<file path="src/hdl/tptevq_ram.sv">
// ----------------------------------------------------------------------------
// tptevq_ram
// Simple dual-port RAM, one write port and one registered read port.
// ----------------------------------------------------------------------------
module tptevq_ram #(
  parameter int WIDTH = 8,
  parameter int DEPTH = 16
) (
  input  logic                     clk,
  input  logic                     we,
  input  logic [$clog2(DEPTH)-1:0] waddr,
  input  logic [WIDTH-1:0]         wdata,
  input  logic [$clog2(DEPTH)-1:0] raddr,
  output logic [WIDTH-1:0]         rdata
);

  logic [WIDTH-1:0] mem [DEPTH];

  always_ff @(posedge clk) begin
    if (we) begin
      mem[waddr] <= wdata;
    end
    rdata <= mem[raddr];
  end

endmodule

</file>
<file path="config.mk">
export PLATFORM = sky130hd
export DESIGN_NAME = tptevq_ram
export DESIGN_NICKNAME = d
export VERILOG_FILES = /design/src/hdl/tptevq_ram.sv
export SDC_FILE = /design/constraint.sdc
export NUM_CORES = 1
export LEC_CHECK = 0
export BUFFER_PORTS_ARGS = -buffer_cell sky130_fd_sc_hd__clkbuf_2
export CAP_MARGIN = 20
export CORE_MARGIN = 1
export CORE_UTILIZATION = 37
export CTS_CLUSTER_SIZE = 40
export DETAILED_ROUTE_END_ITERATION = 10
export PLACE_DENSITY = 0.51
export SYNTH_ARGS = -nofsm -noshare
export SYNTH_HDL_FRONTEND = slang
export SYNTH_SLANG_ARGS = --single-unit
</file>
<file path="constraint.sdc">
create_clock -name clk -period 1.93 [get_ports clk]
set_clock_uncertainty 0.05 [all_clocks]
set_input_delay 0.2895 -clock clk [delete_from_list [all_inputs] [get_ports clk]]
set_output_delay 0.2895 -clock clk [all_outputs]
set_load 0.02 [all_outputs]
</file>
==> metrics.txt <==
# TYPE chip_impl_metric gauge
chip_impl_metric{name="cp_data_arrival_time",unit="ns"} 1.70
chip_impl_metric{name="design.final.nets",unit=""} 309
chip_impl_metric{name="placement.cell_area",unit="um2"} 5640
chip_impl_metric{name="timing.max_slew.rel_slack",unit="%"} 72.3
chip_impl_metric{name="drc",unit=""} 0
chip_impl_info{name="crit_path_start_kind",value="flop"} 1
chip_impl_metric{name="antennaDiodeCount",unit=""} 0
chip_impl_metric{name="timing.max_cap.violations",unit=""} 0
chip_impl_metric{name="ant_nets_after_route",unit=""} 0
chip_impl_info{name="synth_top_flop_cell",value="edfxtp_1"} 1
chip_impl_metric{name="post-route-cell-area",unit="um2"} 6260
chip_impl_metric{name="synth-edff-count",unit=""} 128
chip_impl_metric{name="post_synth_fa_ha_maj_area_fraction",unit="%"} 0
chip_impl_metric{name="synth_cell_type_count",unit=""} 19
chip_impl_metric{name="area_growth",unit="%"} 21.6
chip_impl_metric{name="synth_compound_area_share",unit="%"} 2.33
chip_impl_metric{name="power.ir.vdd_worst",unit="V"} 0.000780
chip_impl_metric{name="yosys.area_share.xor_xnor",unit="%"} 0
chip_impl_metric{name="chipWidth",unit="um"} 120
chip_impl_metric{name="grt_usage",unit="%"} 15.4
chip_impl_metric{name="floorplan.rows",unit=""} 42
chip_impl_info{name="worstSetupPathType",value="reg -> reg"} 1
chip_impl_metric{name="fillCellCount",unit=""} 1129
chip_impl_metric{name="holdBufCountCts",unit=""} 0
chip_impl_info{name="whs_endpoint",value="mem[6][7]"} 1
chip_impl_metric{name="io-pin-count",unit=""} 26
chip_impl_metric{name="first_global_vias",unit=""} 2512
chip_impl_metric{name="post_detail_place_hpwl",unit="mm"} 6.38
chip_impl_metric{name="wl_per_cell",unit="um"} 20.4
chip_impl_metric{name="synth-async-reset-ratio",unit="%"} 0
chip_impl_metric{name="finalSetupViolCount",unit=""} 0
chip_impl_metric{name="post_route_cells_drive_above_1_share",unit="%"} 34.2
chip_impl_metric{name="final.setup.tns",unit="ns"} 0
chip_impl_metric{name="buffer_depth_of_the_longest_clock_path",unit=""} 2
chip_impl_metric{name="post-place-cells",unit=""} 448
chip_impl_metric{name="final_hold_viol_count",unit=""} 0
chip_impl_metric{name="drt_wl_total",unit="mm"} 9.81
chip_impl_metric{name="syn-cell-area",unit="um2"} 5150
chip_impl_metric{name="hold_ws",unit="ns"} 0.259
chip_impl_metric{name="cts-resized-gates",unit=""} 0
chip_impl_metric{name="synth_cells",unit=""} 229
chip_impl_metric{name="r2r_slack",unit="ns"} 0.47
chip_impl_metric{name="die_area",unit="um2"} 14400
chip_impl_metric{name="yosys-mux-area-fraction",unit="%"} 15.0
chip_impl_info{name="synth_top_family_by_area",value="multiplexers"} 1
chip_impl_metric{name="period_minus_slack",unit="ns"} 1.46
chip_impl_metric{name="globalRoute.totalOverflow",unit=""} 0
chip_impl_info{name="startpoint_of_the_worst_register_to_register_path",value="mem[1][5]"} 1
chip_impl_metric{name="via_density",unit=""} 5.03
chip_impl_metric{name="dr_vias",unit=""} 2416
chip_impl_metric{name="data_required_critical_path",unit="ns"} 2.17
chip_impl_metric{name="cts_buffer_count",unit=""} 17
chip_impl_metric{name="synth-simple-area-share",unit="%"} 3.18
chip_impl_metric{name="instances_no_fill",unit=""} 480
chip_impl_metric{name="ff_latch_area",unit="um2"} 4000
chip_impl_metric{name="timing_worst_slew_pin_value",unit="ns"} 0.415
chip_impl_metric{name="detailedRoute.firstPassIterationCount",unit=""} 4
chip_impl_metric{name="layout_worst_path_cycle_share",unit="%"} 75.4
chip_impl_metric{name="number_of_antenna_violations_at_the_first_check_in_global_routing",unit=""} 0
chip_impl_metric{name="clock_insertion_delay_worst_skew",unit="ns"} 0.41
chip_impl_info{name="cp_cell_sequence",value="mux4_1, a22oi_1, nand2_1"} 1
chip_impl_metric{name="design_power_total",unit="W"} 0.00698
chip_impl_info{name="status",value="finished, final reports clean"} 1
chip_impl_metric{name="crit_fanout",unit=""} 1
chip_impl_metric{name="static-leakage-power",unit="nW"} 2.15
chip_impl_metric{name="postSynthAreaPerCell",unit="um2"} 22.5
chip_impl_metric{name="post-cts-setup-buffer-count",unit=""} 0
chip_impl_metric{name="worst_path_largest_cell_delay",unit="ns"} 0.51
chip_impl_info{name="slowest_stage",value="mux4_1"} 1
chip_impl_metric{name="gpl.final_weighted_congestion",unit=""} 0.761
chip_impl_metric{name="max_clock_freq",unit="MHz"} 687
chip_impl_metric{name="drt_iter0_drc",unit=""} 209
chip_impl_metric{name="synth-warning-count",unit=""} 0
chip_impl_metric{name="hold-path-cell-count",unit=""} 1
chip_impl_metric{name="rr_worst_depth",unit=""} 3
chip_impl_metric{name="fin_max_slew_vios",unit=""} 0
chip_impl_metric{name="floorplan.die.height",unit="um"} 120
chip_impl_metric{name="synth.ff_latch_count",unit=""} 136
chip_impl_metric{name="initial_core_util",unit="%"} 38.4
chip_impl_metric{name="net_count_of_the_mapped_netlist",unit=""} 247
chip_impl_metric{name="seq_area_frac_synth",unit="%"} 77.8
chip_impl_metric{name="clock_tree.htree_level_count",unit=""} 4
chip_impl_metric{name="multi_input_area",unit="um2"} 1060
chip_impl_info{name="crit_path_end_kind",value="flop"} 1
chip_impl_metric{name="grt_pass1_wl",unit="mm"} 15.1
chip_impl_info{name="min-delay-start",value="wdata[7]"} 1
chip_impl_metric{name="power_density",unit="nW/um2"} 1120
chip_impl_info{name="regToRegEndpoint",value="rdata[5]"} 1
chip_impl_metric{name="clk_transition_reported_paths",unit="ns"} 0.06
chip_impl_info{name="clock_tree_from_tritoncts",value="built"} 1
chip_impl_info{name="rsz0062_at_grt",value="no"} 1
chip_impl_metric{name="floorplan.core_area",unit="um2"} 13400
chip_impl_metric{name="io_buffer_count",unit=""} 25
chip_impl_metric{name="clock-sinks",unit=""} 136
chip_impl_info{name="hold_path.class",value="in -> reg"} 1
chip_impl_metric{name="grt_max_degree",unit=""} 33
chip_impl_info{name="clockRootBuffer",value="clkbuf_16"} 1
stage by stage:
step	utilization, %	setup WS [ns]
6_report	46.7	0.474
5_1_grt	46.7	0.406
4_1_cts	46.7	0.478
3_5_place_dp	42.1	0.0685
3_3_place_gp	42.1	0.0831
2_1_floorplan	-	0.0976
cells in the mapped netlist, types with 2 or more instances:
master	instances	area, um2
a22oi_1	16	120
edfxtp_1	128	3840
nor2_1	13	48.8
mux4_1	14	368
clkdlybuf4s25_2	3	30.0
nand3b_1	2	15.0
nand2_1	9	33.8
mux4_2	18	405
nand2b_1	2	12.5
buf_2	3	15.0
nor3_1	4	20.0
buf_6	3	33.8
dfxtp_1	8	160
area by class of cell:
type                    instances  area share (%)
flip-flops and latches        136            63.9
multi-input cells              83            16.9
clock buffers                  18            7.01
repair buffers                 53            5.76
well taps                     176            3.52
clock inverters                14            2.88
cell families after synthesis:
logic type / count (synthesis)
simple gates: 35
buf+inv: 10
mux: 32
flops: 136
compound gates: 16
critical path, delay by kind of cell (launching register included):
family          cells  cell delay (ns)
compound gates      1             0.34
flops               1             0.34
simple gates        1             0.09
mux                 1             0.51
layer usage:
layer	up-vias	track usage (%)	wire length, um
met2	56	22.6	4600
met5	-	0	0
met4	0	6.17	131
met1	1248	20.8	4620
li1	1100	-	-
met3	12	5.47	457
worst max-delay path by stage:
stage               from         to  cells after the start
4_1_cts        mem[1][5]   rdata[5]                      3
2_1_floorplan   waddr[2]  mem[0][0]                      2
3_5_place_dp    raddr[0]   rdata[5]                      5
3_3_place_gp    raddr[0]   rdata[5]                      5
5_1_grt        mem[5][1]   rdata[1]                      3
6_report       mem[1][5]   rdata[5]                      3
cell usage in the layout, fill, tap and decap left out:
master,n
mux4_2,18
and2_1,1
buf_12,2
a22oi_1,16
nor2_1,13
nand3b_1,2
nand3_1,1
clkbuf_2,25
or3b_2,1
edfxtp_1,128
clkbuf_8,1
and2b_1,1
nand2b_1,2
bufinv_16,4
nor3_1,4
nand2_1,9
clkbuf_16,17
clkinv_2,6
dfxtp_1,8
buf_4,26
clkinvlp_4,4
nor2b_1,1
mux4_1,14
sequential cells by signal (all words and copies together) (netlist names):
signal and cells:
mem 128, rdata 8
where the power goes:
| part | internal, W | switching [W] | total [W] |
|---|---|---|---|
| clock | 0.00218 | 0.00115 | 0.00332 |
| combinational | 0.000142 | 0.000195 | 0.000336 |
| sequential | 0.00330 | 0.0000183 | 0.00332 |
| total | 0.00562 | 0.00136 | 0.00698 |
No activity file was read; power rests on OpenSTA's default activity.
