**src/hdl/tptevq_pkg.sv**
```systemverilog
// ----------------------------------------------------------------------------
// tptevq_pkg
// Shared constants, codes and types of the touch contact tracker.
// ----------------------------------------------------------------------------
package tptevq_pkg;

  localparam int FIFO_DEPTH   = 4096;
  localparam int FIFO_AW      = $clog2(FIFO_DEPTH);
  localparam int CNT_W        = $clog2(FIFO_DEPTH + 1);
  localparam int MAX_CONTACTS = 16;
  localparam int SLOT_W       = (MAX_CONTACTS > 1) ? $clog2(MAX_CONTACTS) : 1;

  localparam int ID_W         = 32;
  localparam int POS_W        = 32;
  localparam int KIND_W       = 2;
  localparam int STAT_W       = 3;
  localparam int LVL_W        = 13;

  // slot memory word: {mouse, y, x}
  localparam int SLOT_RAM_W   = POS_W + 1;
  // fifo memory word: {mouse, kind, y, x, id}
  localparam int FIFO_RAM_W   = ID_W + POS_W + KIND_W + 1;

  localparam logic [LVL_W-1:0] DOWN_LEVEL_RESET = LVL_W'(1024 * 2);
  localparam logic [LVL_W-1:0] MOVE_LEVEL_RESET = LVL_W'(1024 * 3);

  localparam logic [1:0] OP_WRITE  = 2'd0;
  localparam logic [1:0] OP_REMOVE = 2'd1;
  localparam logic [1:0] OP_POP    = 2'd2;
  localparam logic [1:0] OP_FLUSH  = 2'd3;

  localparam logic [KIND_W-1:0] KIND_DOWN = 2'd0;
  localparam logic [KIND_W-1:0] KIND_MOVE = 2'd1;
  localparam logic [KIND_W-1:0] KIND_UP   = 2'd2;

  localparam logic [STAT_W-1:0] STAT_OK         = 3'd0;
  localparam logic [STAT_W-1:0] STAT_DROPPED    = 3'd1;
  localparam logic [STAT_W-1:0] STAT_NOT_FOUND  = 3'd2;
  localparam logic [STAT_W-1:0] STAT_TABLE_FULL = 3'd3;
  localparam logic [STAT_W-1:0] STAT_EMPTY      = 3'd4;

  localparam logic CFG_DOWN_LEVEL = 1'b0;
  localparam logic CFG_MOVE_LEVEL = 1'b1;

  typedef struct packed {
    logic              hit;
    logic              full;
    logic [SLOT_W-1:0] slot;
  } lookup_t;

  typedef struct packed {
    logic              set;
    logic              clear;
    logic [SLOT_W-1:0] slot;
    logic [ID_W-1:0]   id;
  } tbl_upd_t;

  function automatic logic [FIFO_AW-1:0] next_ptr(input logic [FIFO_AW-1:0] ptr);
    next_ptr = (ptr == FIFO_AW'(FIFO_DEPTH - 1)) ? '0 : ptr + 1'b1;
  endfunction

endpackage

```
**src/hdl/tptevq_table.sv**
```systemverilog
// ----------------------------------------------------------------------------
// tptevq_table
// Contact id table: valid bits and ids, parallel id match and free slot pick.
// ----------------------------------------------------------------------------
module tptevq_table (
  input  logic                         clk,
  input  logic                         rst,
  input  logic [tptevq_pkg::ID_W-1:0]  key,
  input  tptevq_pkg::tbl_upd_t         upd,
  output tptevq_pkg::lookup_t          look
);
  import tptevq_pkg::*;

  logic [MAX_CONTACTS-1:0] slot_valid;
  logic [ID_W-1:0]         slot_id [MAX_CONTACTS];

  always_ff @(posedge clk) begin
    if (rst) begin
      slot_valid <= '0;
    end else if (upd.set) begin
      slot_valid[upd.slot] <= 1'b1;
    end else if (upd.clear) begin
      slot_valid[upd.slot] <= 1'b0;
    end
  end

  always_ff @(posedge clk) begin
    if (upd.set) begin
      slot_id[upd.slot] <= upd.id;
    end
  end

  // lowest matching slot wins, else lowest free slot
  always_comb begin
    logic              found;
    logic              got_free;
    logic [SLOT_W-1:0] match_slot;
    logic [SLOT_W-1:0] free_slot;
    found      = 1'b0;
    got_free   = 1'b0;
    match_slot = '0;
    free_slot  = '0;
    for (int i = MAX_CONTACTS - 1; i >= 0; i--) begin
      if (slot_valid[i] && slot_id[i] == key) begin
        found      = 1'b1;
        match_slot = SLOT_W'(i);
      end
      if (!slot_valid[i]) begin
        got_free  = 1'b1;
        free_slot = SLOT_W'(i);
      end
    end
    look.hit  = found;
    look.full = !got_free;
    look.slot = found ? match_slot : free_slot;
  end

`ifndef NO_ASSERTIONS
  a_set_free: assert property (@(posedge clk) disable iff (rst)
    upd.set |-> !slot_valid[upd.slot])
    else $error("contact added over an occupied slot");
  a_clear_used: assert property (@(posedge clk) disable iff (rst)
    upd.clear |-> slot_valid[upd.slot])
    else $error("contact removed from an empty slot");
  a_set_lands: assert property (@(posedge clk) disable iff (rst)
    upd.set |=> slot_valid[$past(upd.slot)])
    else $error("added contact not marked valid");
`endif

endmodule
```
**config.mk**
```make
export PLATFORM = sky130hd
export DESIGN_NAME = tptevq_table
export DESIGN_NICKNAME = d
export VERILOG_FILES = /design/src/hdl/tptevq_pkg.sv /design/src/hdl/tptevq_table.sv
export SDC_FILE = /design/constraint.sdc
export NUM_CORES = 1
export LEC_CHECK = 0
export BUFFER_PORTS_ARGS = -buffer_cell sky130_fd_sc_hd__buf_2
export CAP_MARGIN = 15
export CORE_UTILIZATION = 56
export DETAILED_ROUTE_END_ITERATION = 10
export GPL_ROUTABILITY_DRIVEN = 0
export PLACE_DENSITY = 0.76
export SLEW_MARGIN = 20
export SYNTH_ARGS = -nofsm -noshare
export SYNTH_HDL_FRONTEND = slang
export SYNTH_SLANG_ARGS = --single-unit
export TNS_END_PERCENT = 5
```
**constraint.sdc**
```tcl
create_clock -name clk -period 2.54 [get_ports clk]
set_input_delay 0.381 -clock clk [delete_from_list [all_inputs] [get_ports clk]]
set_output_delay 0.381 -clock clk [all_outputs]
set_load 0.01 [all_outputs]
```
==> impl_metrics.toml <==
[clock_network]
clock_sinks = 528
htreeDepth = 2
clkSlewWorstSetupHoldPaths_ns = 0.06
cts-root-buf = "clkbuf_16"
cts_tree = "built"
cts_buffers = 51
clock_latency_ns = 0.58
clock_path_buffers = 3
post_cts_buffers = 0

[setup_path]
cp.arrival_ns = 3.22
setup.worst_path.end_class = "primary output"
cp.required_ns = 2.16
crit_fanout = 2
setup.worst_path.class = "register to primary output"
worstSetupStartpoint = "slot_id[15][17]$_DFFE_PP_"
critPathMaxStageDelay_ns = 0.50
start_kind = "register"
reg2reg_depth = 3
cp_slowest_cell = "or4_1"
crit_chain = "xor2_1, nor4_2, nand4_1, or4_1, o211ai_1, a311o_1, o2111ai_2, o21ai_2, buf_2"

[die]
die-area_um2 = 43300
io_pins = 78
num_rows = 75
core_area_um2 = 41900
die_w_um = 208
chipHeight_um = 208
start_util = 0.568

[sta]
finalSetupTns_ns = -4.72
grt_setup_unrepaired = "true"
hold_violations = 0
finalClockSkew_ns = 0
max_clock_freq_mhz = 278
maxSlewHeadroom = 0.433
drv_slew = 0
period_share = 1.42
hold_slack_ns = 0.161
finalSetupViolCount = 5
min_period_ns = 3.60
tightest_slew_ns = 0.850
fin_ws_ns = -1.06

[global_route]
grt_overflow = 0
antenna_found_initial = 5
grt_start_max_net_pins = 33
grt_pass1_wl_um = 117000
grt_pass1_vias = 16700
grt.total_usage = 0.385

[run]
cap_viol_max_count = 0

[layout]
drive_above_1_share = 0.236
syn2layout_area_growth_pct = 21.6
largest_reg_flops = 512
final_common_cell = "edfxtp_1"
multi_input_area_um2 = 7770
final_cell_mix = "512 x edfxtp_1, 287 x buf_4, 283 x xnor2_1"
fillers = 2742
fin_nets = 2129
top_register = "slot_id"
utilization = 0.690
register_area_um2 = 15700
largestRegisters = "slot_id x512"

[outcome]
violations = "setup timing"
status = "complete, but fails checks"

[route]
routed_via_density = 6.56
vias = 17300
drtIter0Drc = 3222
avgRoutedWirePerCell_um = 31.5
drt-pass1-iter-count = 7
drc = 0
wl_um = 83200
detail-route-antenna-nets = 0

[logic_synthesis]
synth_flop_cell = "edfxtp_1"
synth.distinct_cells = 46
postSynthAreaPerCell_um2 = 14.2
synth-async-reset-ratio = 0
netlist_instances = 1678
seq_area_frac_synth = 0.659
yosys_register_bits = 528
synth_fp_nets = 1750
synth_edf_count = 512
syn_area_um2 = 23800
yosys_warnings = 0

[placement]
place_hpwl_um = 53700
port_buffers = 77

[hold_path]
hold_class = "input port to register"
hp-start = "rst"
holdPathStages = 2

[power]
leakagePower_uw = 0.00981
powerDensity_nw_per_um2 = 659
ir_drop_mv = 0.501
[synth_stat cells (all sizes together) (7+ instances only)]
cell / number / area [um^2]
a21oi: 17 / 85.1
and3: 7 / 43.8
buf: 65 / 335
dfxtp: 16 / 320
edfxtp: 512 / 15400
inv: 31 / 116
nand2: 57 / 214
nand2b: 24 / 150
nand3: 40 / 200
nand4: 133 / 832
nand4b: 15 / 131
nor2: 20 / 75.1
nor2b: 9 / 56.3
nor3: 27 / 135
nor4: 108 / 676
nor4b: 10 / 87.6
o21ai: 25 / 125
or4: 7 / 52.6
xnor2: 285 / 2500
xor2: 219 / 1920
[critical path: cells and delay by family, from the launching register on]
kind	cells	cell delay, ns
and+or+nand+nor	3	1.03
xor gates and xnor gates	1	0.20
DFF	1	0.39
buffers and inverters	1	0.17
AOI/OAI and AO/OA	4	0.84
[kinds of logic after synthesis]
logic type                share of synthesized area
buffers and inverters                        0.0194
and+or+nand+nor                               0.118
xor gates and xnor gates                      0.185
AOI/OAI and AO/OA                            0.0174
DFF                                           0.659
[worst paths after layout]
check | end | slack, ns
setup / recovery | look[0] | -1.06
hold reg to reg | register | 0.63
setup reg to reg | register | 1.56
hold / removal | register | 0.16
[through the flow]
step | power [uW] | setup slack [ns] | cell area [um^2] | std cells
finish | 19100 | -1.06 | 28900 | 2640
global route | 19400 | -1.21 | 28900 | 2637
CTS | 19000 | -1.03 | 28900 | 2636
detailed placement | 12000 | -0.807 | 27300 | 2543
global placement | 12000 | -0.756 | 27300 | 2543
floorplan | 10900 | -0.0480 | 23900 | 1678
[power by group]
part           leakage, uW  total (uW)  switching [uW]  internal [uW]
registers          0.00475        9810            78.9           9730
clock network     0.000745        7120            3220           3900
logic              0.00431        2130            1340            790
total              0.00981       19100            4630          14400
[area by class of cell]
cell class	count	share of cell area
Antenna cell	4	0.000346
Multi-Input combinational cell	1051	0.269
Clock inverter	28	0.00553
Timing Repair Buffer	394	0.109
Sequential cell	528	0.542
Tap cell	539	0.0233
Clock buffer	65	0.0474
Inverter	31	0.00402
[what timing repair did]
action / in CTS / in global routing
resized for setup: 9 / 12
hold buffers: 0 / 0
pin swaps: 13 / 1
setup endpoints to repair: 5 / 6
[layer usage]
| metal | vias to the layer above | routed length, um | GRT usage |
|---|---|---|---|
| li1 | 7036 | - | - |
| met1 | 8378 | 28700 | 0.512 |
| met2 | 1509 | 36200 | 0.576 |
| met3 | 383 | 12000 | 0.0863 |
| met4 | 0 | 6270 | 0.247 |
| met5 | - | 0 | 0 |
No activity file was read; power rests on OpenSTA's default activity.
